===== config.mk =====
export PLATFORM = sky130hd
export DESIGN_NAME = calendar_date_stepper
export DESIGN_NICKNAME = d
export VERILOG_FILES = /design/src/rtl/cds_pkg.sv /design/src/rtl/calendar_date_stepper.sv /design/src/rtl/cds_prep.sv /design/src/rtl/cds_step.sv /design/src/rtl/cds_wday.sv
export VERILOG_INCLUDE_DIRS = /design/src /design/src/rtl
export SDC_FILE = /design/constraint.sdc
export NUM_CORES = 1
export LEC_CHECK = 0
export ABC_CLOCK_PERIOD_IN_PS = 10500
export BUFFER_PORTS_ARGS = -buffer_cell sky130_fd_sc_hd__buf_2
export CAP_MARGIN = 20
export CORE_ASPECT_RATIO = 1.2
export CORE_UTILIZATION = 60
export CTS_CLUSTER_SIZE = 10
export DETAILED_ROUTE_END_ITERATION = 8
export MAX_ROUTING_LAYER = met4
export PLACE_DENSITY = 0.78
export SYNTH_ARGS = -nofsm -noshare
export SYNTH_HDL_FRONTEND = slang
export SYNTH_HIERARCHICAL = 1
export SYNTH_SLANG_ARGS = --single-unit

===== constraint.sdc =====
create_clock -name clk -period 10.5 [get_ports clk]
set_clock_uncertainty 0.05 [all_clocks]
set_input_delay 0.525 -clock clk [delete_from_list [all_inputs] [get_ports clk]]
set_output_delay 0.525 -clock clk [all_outputs]
set_load 0.1 [all_outputs]

===== src/rtl/calendar_date_stepper_defines.svh =====
// Assertion macros used by the calendar date stepper top level.
`ifndef CALENDAR_DATE_STEPPER_DEFINES_SVH
`define CALENDAR_DATE_STEPPER_DEFINES_SVH

// Same-cycle implication, sampled on the rising clock edge, off during reset.
`define CDS_ASSERT_NOW(label, clock, reset, ante, cons, msg) \
  label: assert property (@(posedge clock) disable iff (reset) (ante) |-> (cons)) \
    else $error(msg);

// Next-cycle implication, sampled on the rising clock edge, off during reset.
`define CDS_ASSERT_NEXT(label, clock, reset, ante, cons, msg) \
  label: assert property (@(posedge clock) disable iff (reset) (ante) |=> (cons)) \
    else $error(msg);

`endif


===== src/rtl/cds_pkg.sv =====
// Types, codes and calendar arithmetic helpers for the date stepper.
package cds_pkg;

  localparam int YearW = 13;

  localparam logic [1:0] UNIT_DAY   = 2'd0;
  localparam logic [1:0] UNIT_MONTH = 2'd1;
  localparam logic [1:0] UNIT_YEAR  = 2'd2;
  localparam logic [1:0] UNIT_NONE  = 2'd3;

  localparam logic [1:0] YR_KEEP = 2'd0;
  localparam logic [1:0] YR_UP   = 2'd1;
  localparam logic [1:0] YR_DOWN = 2'd2;

  localparam logic [11:0] BASE_YEAR_RESET = 12'd2000;
  localparam logic [YearW-1:0] WEEK_YEAR_BIAS = 13'd400;

  // Reciprocals: x/25 = (x*1311)>>15 for x < 4681, x/7 = (x*9363)>>16 for x < 13107.
  localparam logic [21:0] DIV25_MUL = 22'd1311;
  localparam logic [26:0] DIV7_MUL  = 27'd9363;

  typedef struct packed {
    logic [1:0] unit;
    logic       fwd;
    logic [6:0] year;
    logic [3:0] month;
    logic [4:0] day;
  } req_t;

  typedef struct packed {
    logic [4:0]       day;
    logic [3:0]       month;
    logic [6:0]       yoff;
    logic             fwd;
    logic [1:0]       unit;
    logic [YearW-1:0] year;
    logic             leap_prev;
    logic             leap_cur;
    logic             leap_next;
  } s1_t;

  typedef struct packed {
    logic [4:0]       day;
    logic [3:0]       month;
    logic [6:0]       yoff;
    logic [YearW-1:0] wyear;
  } s2_t;

  typedef struct packed {
    logic [4:0]       day;
    logic [3:0]       month;
    logic [6:0]       yoff;
    logic [YearW-1:0] sum;
  } s3_t;

  typedef struct packed {
    logic [2:0] weekday;
    logic [6:0] year;
    logic [3:0] month;
    logic [4:0] day;
  } res_t;

  function automatic logic [6:0] div25(input logic [10:0] x);
    logic [21:0] p;
    p = 22'(x) * DIV25_MUL;
    return p[21:15];
  endfunction

  function automatic logic [2:0] mod7(input logic [YearW-1:0] x);
    logic [26:0]      p;
    logic [YearW-1:0] r;
    p = 27'(x) * DIV7_MUL;
    r = x - 13'(p[26:16]) * 13'd7;
    return r[2:0];
  endfunction

  // A year divisible by 100 is y = 100*q, and then divisible by 400 when q is divisible by 4.
  function automatic logic is_leap(input logic [YearW-1:0] y);
    logic [6:0]  q;
    logic [10:0] r;
    q = div25(y[12:2]);
    r = y[12:2] - 11'(q) * 11'd25;
    return (y[1:0] == 2'b00) && ((r != 11'd0) || (q[1:0] == 2'b00));
  endfunction

  function automatic logic [4:0] month_len(input logic [3:0] m, input logic leap);
    logic [4:0] len;
    case (m)
      4'd2: begin
        len = leap ? 5'd29 : 5'd28;
      end
      4'd4, 4'd6, 4'd9, 4'd11: begin
        len = 5'd30;
      end
      default: begin
        len = 5'd31;
      end
    endcase
    return len;
  endfunction

  function automatic logic [2:0] month_off(input logic [3:0] m);
    logic [2:0] off;
    case (m)
      4'd1:    off = 3'd0;
      4'd2:    off = 3'd3;
      4'd3:    off = 3'd2;
      4'd4:    off = 3'd5;
      4'd5:    off = 3'd0;
      4'd6:    off = 3'd3;
      4'd7:    off = 3'd5;
      4'd8:    off = 3'd1;
      4'd9:    off = 3'd4;
      4'd10:   off = 3'd6;
      4'd11:   off = 3'd2;
      4'd12:   off = 3'd4;
      default: off = 3'd0;
    endcase
    return off;
  endfunction

endpackage


===== src/rtl/calendar_date_stepper.sv =====
// Calendar date stepper top level: streaming ports, base year register, pipeline.
// Throughput: one request per cycle while m_tready does not stall the output.
// Four register stages, the last being the output register.
// A stalled output holds its result; empty stages upstream keep taking requests.
// Reset clears every stage's valid bit and loads base_year with 2000.
`include "calendar_date_stepper_defines.svh"

module calendar_date_stepper #(
  parameter int MAX_YEAR_OFFSET = 127
) (
  input  logic        clk,
  input  logic        rst,
  input  logic        s_tvalid,
  output logic        s_tready,
  input  logic [23:0] s_tdata,   // day_in, month_in, year_in, direction_forward, step_unit
  output logic        m_tvalid,
  input  logic        m_tready,
  output logic [23:0] m_tdata,   // day_out, month_out, year_out, weekday
  input  logic        cfg_valid,
  output logic        cfg_ready,
  input  logic [11:0] cfg_data   // base_year
);
  import cds_pkg::*;

  logic [11:0] base_year;
  req_t        req;
  logic        v1;
  logic        r1;
  s1_t         s1;
  logic        v2;
  logic        r2;
  s2_t         s2;
  res_t        res;

  assign cfg_ready = 1'b1;
  assign req       = req_t'(s_tdata[18:0]);
  assign m_tdata   = {5'd0, res};

  always_ff @(posedge clk) begin
    if (rst) begin
      base_year <= BASE_YEAR_RESET;
    end else if (cfg_valid && cfg_ready) begin
      base_year <= cfg_data;
    end
  end

  cds_prep u_prep (
    .clk       (clk),
    .rst       (rst),
    .in_valid  (s_tvalid),
    .in_ready  (s_tready),
    .in_req    (req),
    .base_year (base_year),
    .out_valid (v1),
    .out_ready (r1),
    .out_s1    (s1)
  );

  cds_step #(
    .MAX_YEAR_OFFSET (MAX_YEAR_OFFSET)
  ) u_step (
    .clk       (clk),
    .rst       (rst),
    .in_valid  (v1),
    .in_ready  (r1),
    .in_s1     (s1),
    .out_valid (v2),
    .out_ready (r2),
    .out_s2    (s2)
  );

  cds_wday u_wday (
    .clk       (clk),
    .rst       (rst),
    .in_valid  (v2),
    .in_ready  (r2),
    .in_s2     (s2),
    .out_valid (m_tvalid),
    .out_ready (m_tready),
    .out_res   (res)
  );

  // An empty output register always lets the whole pipeline move.
  `CDS_ASSERT_NOW(a_ready_when_out_empty, clk, rst, !m_tvalid, s_tready,
    "input not ready while output register is empty")

  `CDS_ASSERT_NOW(a_month_range, clk, rst, m_tvalid,
    (m_tdata[8:5] != 4'd0) && (m_tdata[8:5] <= 4'd12), "result month out of range")

  `CDS_ASSERT_NOW(a_weekday_range, clk, rst, m_tvalid,
    m_tdata[18:16] != 3'd0, "result weekday is zero")

  // A stalled result stays valid and unchanged until it is taken.
  `CDS_ASSERT_NEXT(a_stall_holds, clk, rst, m_tvalid && !m_tready,
    m_tvalid && $stable(m_tdata), "stalled result changed or dropped")

endmodule


===== src/rtl/cds_prep.sv =====
// First stage: month fix, full year and leap flags for the year and its neighbors.
module cds_prep (
  input  logic          clk,
  input  logic          rst,
  input  logic          in_valid,
  output logic          in_ready,
  input  cds_pkg::req_t in_req,
  input  logic [11:0]   base_year,
  output logic          out_valid,
  input  logic          out_ready,
  output cds_pkg::s1_t  out_s1
);
  import cds_pkg::*;

  logic [3:0]       month_fix;
  logic [YearW-1:0] year;
  logic [YearW-1:0] year_prev;
  logic [YearW-1:0] year_next;

  assign in_ready = !out_valid || out_ready;

  always_comb begin
    month_fix = in_req.month;
    if (in_req.month == 4'd0 || in_req.month > 4'd12) begin
      month_fix = 4'd1;
    end
    year      = 13'(base_year) + 13'(in_req.year);
    year_prev = year - 13'd1;
    year_next = year + 13'd1;
  end

  always_ff @(posedge clk) begin
    if (rst) begin
      out_valid <= 1'b0;
    end else if (in_ready) begin
      out_valid <= in_valid;
    end
  end

  always_ff @(posedge clk) begin
    if (in_ready && in_valid) begin
      out_s1.day       <= in_req.day;
      out_s1.month     <= month_fix;
      out_s1.yoff      <= in_req.year;
      out_s1.fwd       <= in_req.fwd;
      out_s1.unit      <= in_req.unit;
      out_s1.year      <= year;
      out_s1.leap_prev <= is_leap(year_prev);
      out_s1.leap_cur  <= is_leap(year);
      out_s1.leap_next <= is_leap(year_next);
    end
  end

endmodule


===== src/rtl/cds_step.sv =====
// Second stage: day, month or year step with carries, saturation and day clamp.
module cds_step #(
  parameter int MAX_YEAR_OFFSET = 127
) (
  input  logic         clk,
  input  logic         rst,
  input  logic         in_valid,
  output logic         in_ready,
  input  cds_pkg::s1_t in_s1,
  output logic         out_valid,
  input  logic         out_ready,
  output cds_pkg::s2_t out_s2
);
  import cds_pkg::*;

  localparam logic [9:0] MaxOff = 10'(MAX_YEAR_OFFSET);

  logic             can_up;
  logic             can_dn;
  logic [4:0]       len0;
  logic [4:0]       len1;
  logic [3:0]       month_up;
  logic             carry;
  logic [1:0]       ydir;
  logic [4:0]       day_n;
  logic [3:0]       month_n;
  logic [4:0]       day_c;
  logic             leap_sel;
  logic [YearW-1:0] year_sel;
  logic [7:0]       yoff_n;
  logic [YearW-1:0] wyear;

  assign in_ready = !out_valid || out_ready;

  always_comb begin
    can_up   = 10'(in_s1.yoff) < MaxOff;
    can_dn   = in_s1.yoff != 7'd0;
    len0     = month_len(in_s1.month, in_s1.leap_cur);
    carry    = in_s1.month == 4'd12;
    month_up = carry ? 4'd1 : in_s1.month + 4'd1;
    ydir     = YR_KEEP;
    day_n    = in_s1.day;
    month_n  = in_s1.month;

    case (in_s1.unit)
      UNIT_DAY: begin
        if (in_s1.fwd) begin
          if (in_s1.day >= len0) begin
            day_n   = 5'd1;
            month_n = month_up;
            if (carry && can_up) begin
              ydir = YR_UP;
            end
          end else begin
            day_n = in_s1.day + 5'd1;
          end
        end else begin
          // A step back from the first day wraps within the same month.
          day_n = (in_s1.day > 5'd1) ? in_s1.day - 5'd1 : len0;
        end
      end
      UNIT_MONTH: begin
        if (in_s1.fwd) begin
          month_n = month_up;
          if (carry && can_up) begin
            ydir = YR_UP;
          end
        end else begin
          month_n = (in_s1.month > 4'd1) ? in_s1.month - 4'd1 : 4'd12;
        end
      end
      UNIT_YEAR: begin
        if (in_s1.fwd && can_up) begin
          ydir = YR_UP;
        end else if (!in_s1.fwd && can_dn) begin
          ydir = YR_DOWN;
        end
      end
      default: begin
      end
    endcase

    case (ydir)
      YR_UP: begin
        leap_sel = in_s1.leap_next;
        year_sel = in_s1.year + 13'd1;
        yoff_n   = 8'(in_s1.yoff) + 8'd1;
      end
      YR_DOWN: begin
        leap_sel = in_s1.leap_prev;
        year_sel = in_s1.year - 13'd1;
        yoff_n   = 8'(in_s1.yoff) - 8'd1;
      end
      default: begin
        leap_sel = in_s1.leap_cur;
        year_sel = in_s1.year;
        yoff_n   = 8'(in_s1.yoff);
      end
    endcase

    len1  = month_len(month_n, leap_sel);
    day_c = day_n;
    if (in_s1.unit != UNIT_NONE) begin
      if (day_n > len1) begin
        day_c = len1;
      end else if (day_n == 5'd0) begin
        day_c = 5'd1;
      end
    end

    // January and February count as months of the previous year.
    wyear = year_sel + WEEK_YEAR_BIAS - ((month_n < 4'd3) ? 13'd1 : 13'd0);
  end

  always_ff @(posedge clk) begin
    if (rst) begin
      out_valid <= 1'b0;
    end else if (in_ready) begin
      out_valid <= in_valid;
    end
  end

  always_ff @(posedge clk) begin
    if (in_ready && in_valid) begin
      out_s2.day   <= day_c;
      out_s2.month <= month_n;
      out_s2.yoff  <= yoff_n[6:0];
      out_s2.wyear <= wyear;
    end
  end

endmodule


===== src/rtl/cds_wday.sv =====
// Third and fourth stages: weekday sum with century terms, then modulo 7 into the output register.
module cds_wday (
  input  logic          clk,
  input  logic          rst,
  input  logic          in_valid,
  output logic          in_ready,
  input  cds_pkg::s2_t  in_s2,
  output logic          out_valid,
  input  logic          out_ready,
  output cds_pkg::res_t out_res
);
  import cds_pkg::*;

  logic             v3;
  s3_t              s3;
  logic             ready3;
  logic             ready4;
  logic [10:0]      quarter;
  logic [6:0]       q100;
  logic [6:0]       q400;
  logic [13:0]      acc;
  logic [2:0]       rem;

  assign ready4   = !out_valid || out_ready;
  assign ready3   = !v3 || ready4;
  assign in_ready = ready3;

  always_comb begin
    quarter = in_s2.wyear[12:2];
    q100    = div25(quarter);
    q400    = div25(11'(in_s2.wyear[12:4]));
    acc     = 14'(in_s2.wyear) + 14'(quarter) - 14'(q100) + 14'(q400)
            + 14'(month_off(in_s2.month)) + 14'(in_s2.day);
    rem     = mod7(s3.sum);
  end

  always_ff @(posedge clk) begin
    if (rst) begin
      v3        <= 1'b0;
      out_valid <= 1'b0;
    end else begin
      if (ready3) begin
        v3 <= in_valid;
      end
      if (ready4) begin
        out_valid <= v3;
      end
    end
  end

  always_ff @(posedge clk) begin
    if (ready3 && in_valid) begin
      s3.day   <= in_s2.day;
      s3.month <= in_s2.month;
      s3.yoff  <= in_s2.yoff;
      s3.sum   <= acc[12:0];
    end
    if (ready4 && v3) begin
      out_res.day     <= s3.day;
      out_res.month   <= s3.month;
      out_res.year    <= s3.yoff;
      out_res.weekday <= (rem == 3'd0) ? 3'd7 : rem;
    end
  end

endmodule

==> flow_summary.json <==
{
  "final-max-slew-violation-count": 0,
  "area.growth.synth_to_final_pct": 12.3,
  "drv.max_cap_violation_count": 0,
  "clock_latency_reported_for_the_late_side_of_the_worst_skew_pair_ns": 0.43,
  "cts_root_buffer": "sky130_fd_sc_hd__clkbuf_16",
  "wl_per_cell_um": 16.0,
  "final_layout_size_suffix_gt1_share_pct": 13.1,
  "cts_inserted_buffers": 17,
  "dp_slack_ns": -0.411,
  "synth_cells": 2460,
  "element_type_at_the_critical_path_start": "register",
  "ys_async_sr_fraction_pct": 0,
  "route.detailed.vias_per_inst": 5.43,
  "chipWidth_um": 185,
  "global_route.usage.total_pct": 27.1,
  "critical_path_class": "register to register",
  "critPathMaxFanout": 6,
  "report.final.hold_viol_count": 0,
  "run_status": "finished clean",
  "final.period_utilization_pct": 96.7,
  "required_ns": 10.62,
  "routed-via-count": 17400,
  "postPlaceCellArea_um2": 26100,
  "die_y_um": 222,
  "leading_cell_type_in_the_layout_fill_and_taps_excluded": "sky130_fd_sc_hd__inv_1",
  "cts_max_level": 4,
  "synthesis.yosys.warnings": 6,
  "postLayoutCellArea_um2": 27100,
  "cts.path.max_buffers": 2,
  "number_of_flops_mapped_to_enable_cells_by_yosys": 112,
  "design.die.area_um2": 41000,
  "max_freq_mhz": 98.5,
  "detail_route.wirelength_um": 51200,
  "postCtsHoldBufs": 0,
  "grt_pass1_vias": 18400,
  "path_common_cell": "sky130_fd_sc_hd__inv_2",
  "pin_count_of_the_biggest_net_entering_global_routing": 38,
  "worst-slew-pin-transition_ns": 0.994,
  "grt.overflow.total": 0,
  "place.gp.congestion": 0.947,
  "fin_crit_ns": 10.15,
  "floorplan.core_area_um2": 39600,
  "crit_path_end_kind": "register",
  "netlist_area_um2": 24100,
  "cp.arrival_ns": 10.27,
  "final_cell_mix": "sky130_fd_sc_hd__inv_1, sky130_fd_sc_hd__ha_1, sky130_fd_sc_hd__fa_1",
  "dominantRegCellSynth": "sky130_fd_sc_hd__edfxtp_1",
  "timing.final.ws_setup_ns": 0.350,
  "worst_path_largest_cell_delay_ns": 0.53,
  "first_iter_violations": 885,
  "maxSlewHeadroom_pct": 33.4,
  "synth_cell_types": 97,
  "yosys_register_bits": 128,
  "detail_route.drc_violations": 0,
  "final.fill_count": 2987,
  "floorplan.rows": 80,
  "synth_area_per_cell_um2": 9.79,
  "finalSetupViolations": 0,
  "placement.io_buffers": 56,
  "antenna_cells_inserted": 0,
  "number_of_optimization_iterations_in_the_first_detailed_route_pass": 7,
  "grt_pass1_wl_um": 85700,
  "path_category_of_the_worst_min_delay_check": "primary input to register",
  "clk_transition_reported_paths_ns": 0.06,
  "hpwlAfterDp_um": 43700,
  "antenna_violating_nets_post_route": 0,
  "setup_repair_after_global_routing_missed_its_margin": "true",
  "initial_utilization_pct": 60.8,
  "tritoncts": "built",
  "grt_antenna_before_repair": 0,
  "top_level_ports": 68,
  "seq_area_frac_synth_pct": 15.3,
  "layout.nets": 3528,
  "worst_path_max_delay_cell": "sky130_fd_sc_hd__fa_1",
  "number_of_clock_sinks": 128
}
final cells by class:
| class | instances | area [um^2] | area share, % |
|---|---|---|---|
| well taps | 533 | 667 | 2.47 |
| flip-flops and latches | 128 | 3690 | 13.6 |
| repair buffers | 198 | 1390 | 5.14 |
| clock inverters | 13 | 161 | 0.597 |
| multi-input cells | 1680 | 18300 | 67.7 |
| clock buffers | 19 | 433 | 1.60 |
| inverters | 634 | 2390 | 8.85 |
state kept, by name (all words and copies together) (netlist names):
register	count
u_prep/out_s1	35
u_step/out_s2	29
u_wday/s3	29
u_wday/out_res	19
base_year	12
u_prep/out_valid	1
u_step/out_valid	1
u_wday/out_valid	1
u_wday/v3	1
routing by layer:
layer	vias up	GRT usage (%)	share of wire (%)	routed length, um
li1	8498	-	-	-
met1	8449	29.2	39	19800
met2	340	50.0	55	28200
met3	114	3.47	2.7	1370
met4	0	9.62	3.7	1880
met5	-	-	0	0
per-stage QoR:
step	util (%)	cells	hold slack [ns]	setup TNS, ns
final	68.3	3205	0.217	0
after global routing	68.3	3205	0.195	-0.109
after CTS	67.4	3190	0.209	0
after detailed placement	65.8	3158	0.355	-0.768
after global placement	65.8	3157	0.354	-0.314
after floorplan	-	2464	0.350	0
cell usage after synthesis (5+ instances only):
| cell type | number | share of area [%] |
|---|---|---|
| sky130_fd_sc_hd__and4_1 | 6 | 0.22 |
| sky130_fd_sc_hd__nand2b_1 | 22 | 0.57 |
| sky130_fd_sc_hd__nor4_1 | 14 | 0.36 |
| sky130_fd_sc_hd__a211oi_1 | 12 | 0.37 |
| sky130_fd_sc_hd__dfxtp_1 | 16 | 1.3 |
| sky130_fd_sc_hd__a31oi_1 | 8 | 0.21 |
| sky130_fd_sc_hd__clkbuf_1 | 9 | 0.14 |
| sky130_fd_sc_hd__mux2i_1 | 15 | 0.62 |
| sky130_fd_sc_hd__or3_1 | 5 | 0.13 |
| sky130_fd_sc_hd__ha_1 | 588 | 31 |
| sky130_fd_sc_hd__nand4b_1 | 5 | 0.18 |
| sky130_fd_sc_hd__inv_1 | 629 | 9.8 |
| sky130_fd_sc_hd__nor3_1 | 34 | 0.71 |
| sky130_fd_sc_hd__a211o_1 | 8 | 0.29 |
| sky130_fd_sc_hd__a21oi_1 | 85 | 1.8 |
| sky130_fd_sc_hd__nor2b_1 | 20 | 0.52 |
| sky130_fd_sc_hd__o211ai_1 | 18 | 0.56 |
| sky130_fd_sc_hd__nand2_1 | 67 | 1.0 |
| sky130_fd_sc_hd__o21ai_0 | 59 | 1.2 |
| sky130_fd_sc_hd__a21o_1 | 32 | 1.0 |
| sky130_fd_sc_hd__xor2_1 | 45 | 1.6 |
| sky130_fd_sc_hd__nand4_1 | 10 | 0.26 |
| sky130_fd_sc_hd__o21a_1 | 7 | 0.22 |
| sky130_fd_sc_hd__or2_2 | 12 | 0.31 |
| sky130_fd_sc_hd__edfxtp_1 | 112 | 14 |
| sky130_fd_sc_hd__buf_4 | 6 | 0.19 |
| sky130_fd_sc_hd__or4_1 | 6 | 0.19 |
| sky130_fd_sc_hd__and3_1 | 10 | 0.26 |
| sky130_fd_sc_hd__o31ai_1 | 6 | 0.19 |
| sky130_fd_sc_hd__nand3_1 | 22 | 0.46 |
| sky130_fd_sc_hd__and2_1 | 12 | 0.31 |
| sky130_fd_sc_hd__o22ai_1 | 5 | 0.13 |
| sky130_fd_sc_hd__nand3b_1 | 5 | 0.16 |
| sky130_fd_sc_hd__nor2_1 | 86 | 1.3 |
| sky130_fd_sc_hd__o21bai_1 | 11 | 0.34 |
| sky130_fd_sc_hd__fa_1 | 240 | 20 |
| sky130_fd_sc_hd__nor4b_1 | 5 | 0.18 |
| sky130_fd_sc_hd__xnor2_1 | 95 | 3.5 |
| sky130_fd_sc_hd__a21boi_0 | 7 | 0.22 |
worst max-delay path: cells and delay by family (launching register included):
family / cells / cell delay, ns
buffers and inverters: 7 / 0.28
adders and majority gates: 13 / 4.39
DFF: 1 / 0.34
and+or+nand+nor: 6 / 1.05
xor gates and xnor gates: 4 / 0.86
AOI/OAI and AO/OA: 16 / 2.96
path summary, 6_finish.rpt:
path	startpoint	endpoint	slack (ns)	cells past startpoint
setup reg to reg	base_year[0]$_SDFFE_PP0P_	u_prep/out_s1[2]$_DFFE_PP_	0.35	46
hold / removal	s_tdata[3]	u_prep/out_s1[33]$_DFFE_PP_	0.22	1
hold reg to reg	u_step/out_s2[17]$_DFFE_PP_	u_wday/s3[17]$_DFFE_PP_	0.37	0
setup / recovery	base_year[0]$_SDFFE_PP0P_	u_prep/out_s1[2]$_DFFE_PP_	0.35	46
cell families (layout without fill, tap and decap cells):
kind of cell,count (synthesis),in the layout,share of synthesized area [%]
flip-flops,128,128,15.3
AO/OA/AOI/OAI,320,320,9.23
adder cells (fa/ha/maj),828,828,50.5
other,2,6,0.0312
AND/OR/NAND/NOR,358,358,7.89
multiplexers,19,19,0.810
XOR/XNOR,149,149,5.85
buffers and inverters,656,864,10.4
what timing repair did:
action	4_1_cts	5_1_grt
setup endpoints to repair	2	3
endpoints found under the hold margin	0	0
gates resized for setup	3	51
buffers inserted	0	15
pin swaps	2	46
Power is not shown: default switching activity piles up to over one toggle a cycle in this logic, so the estimate is an artifact.
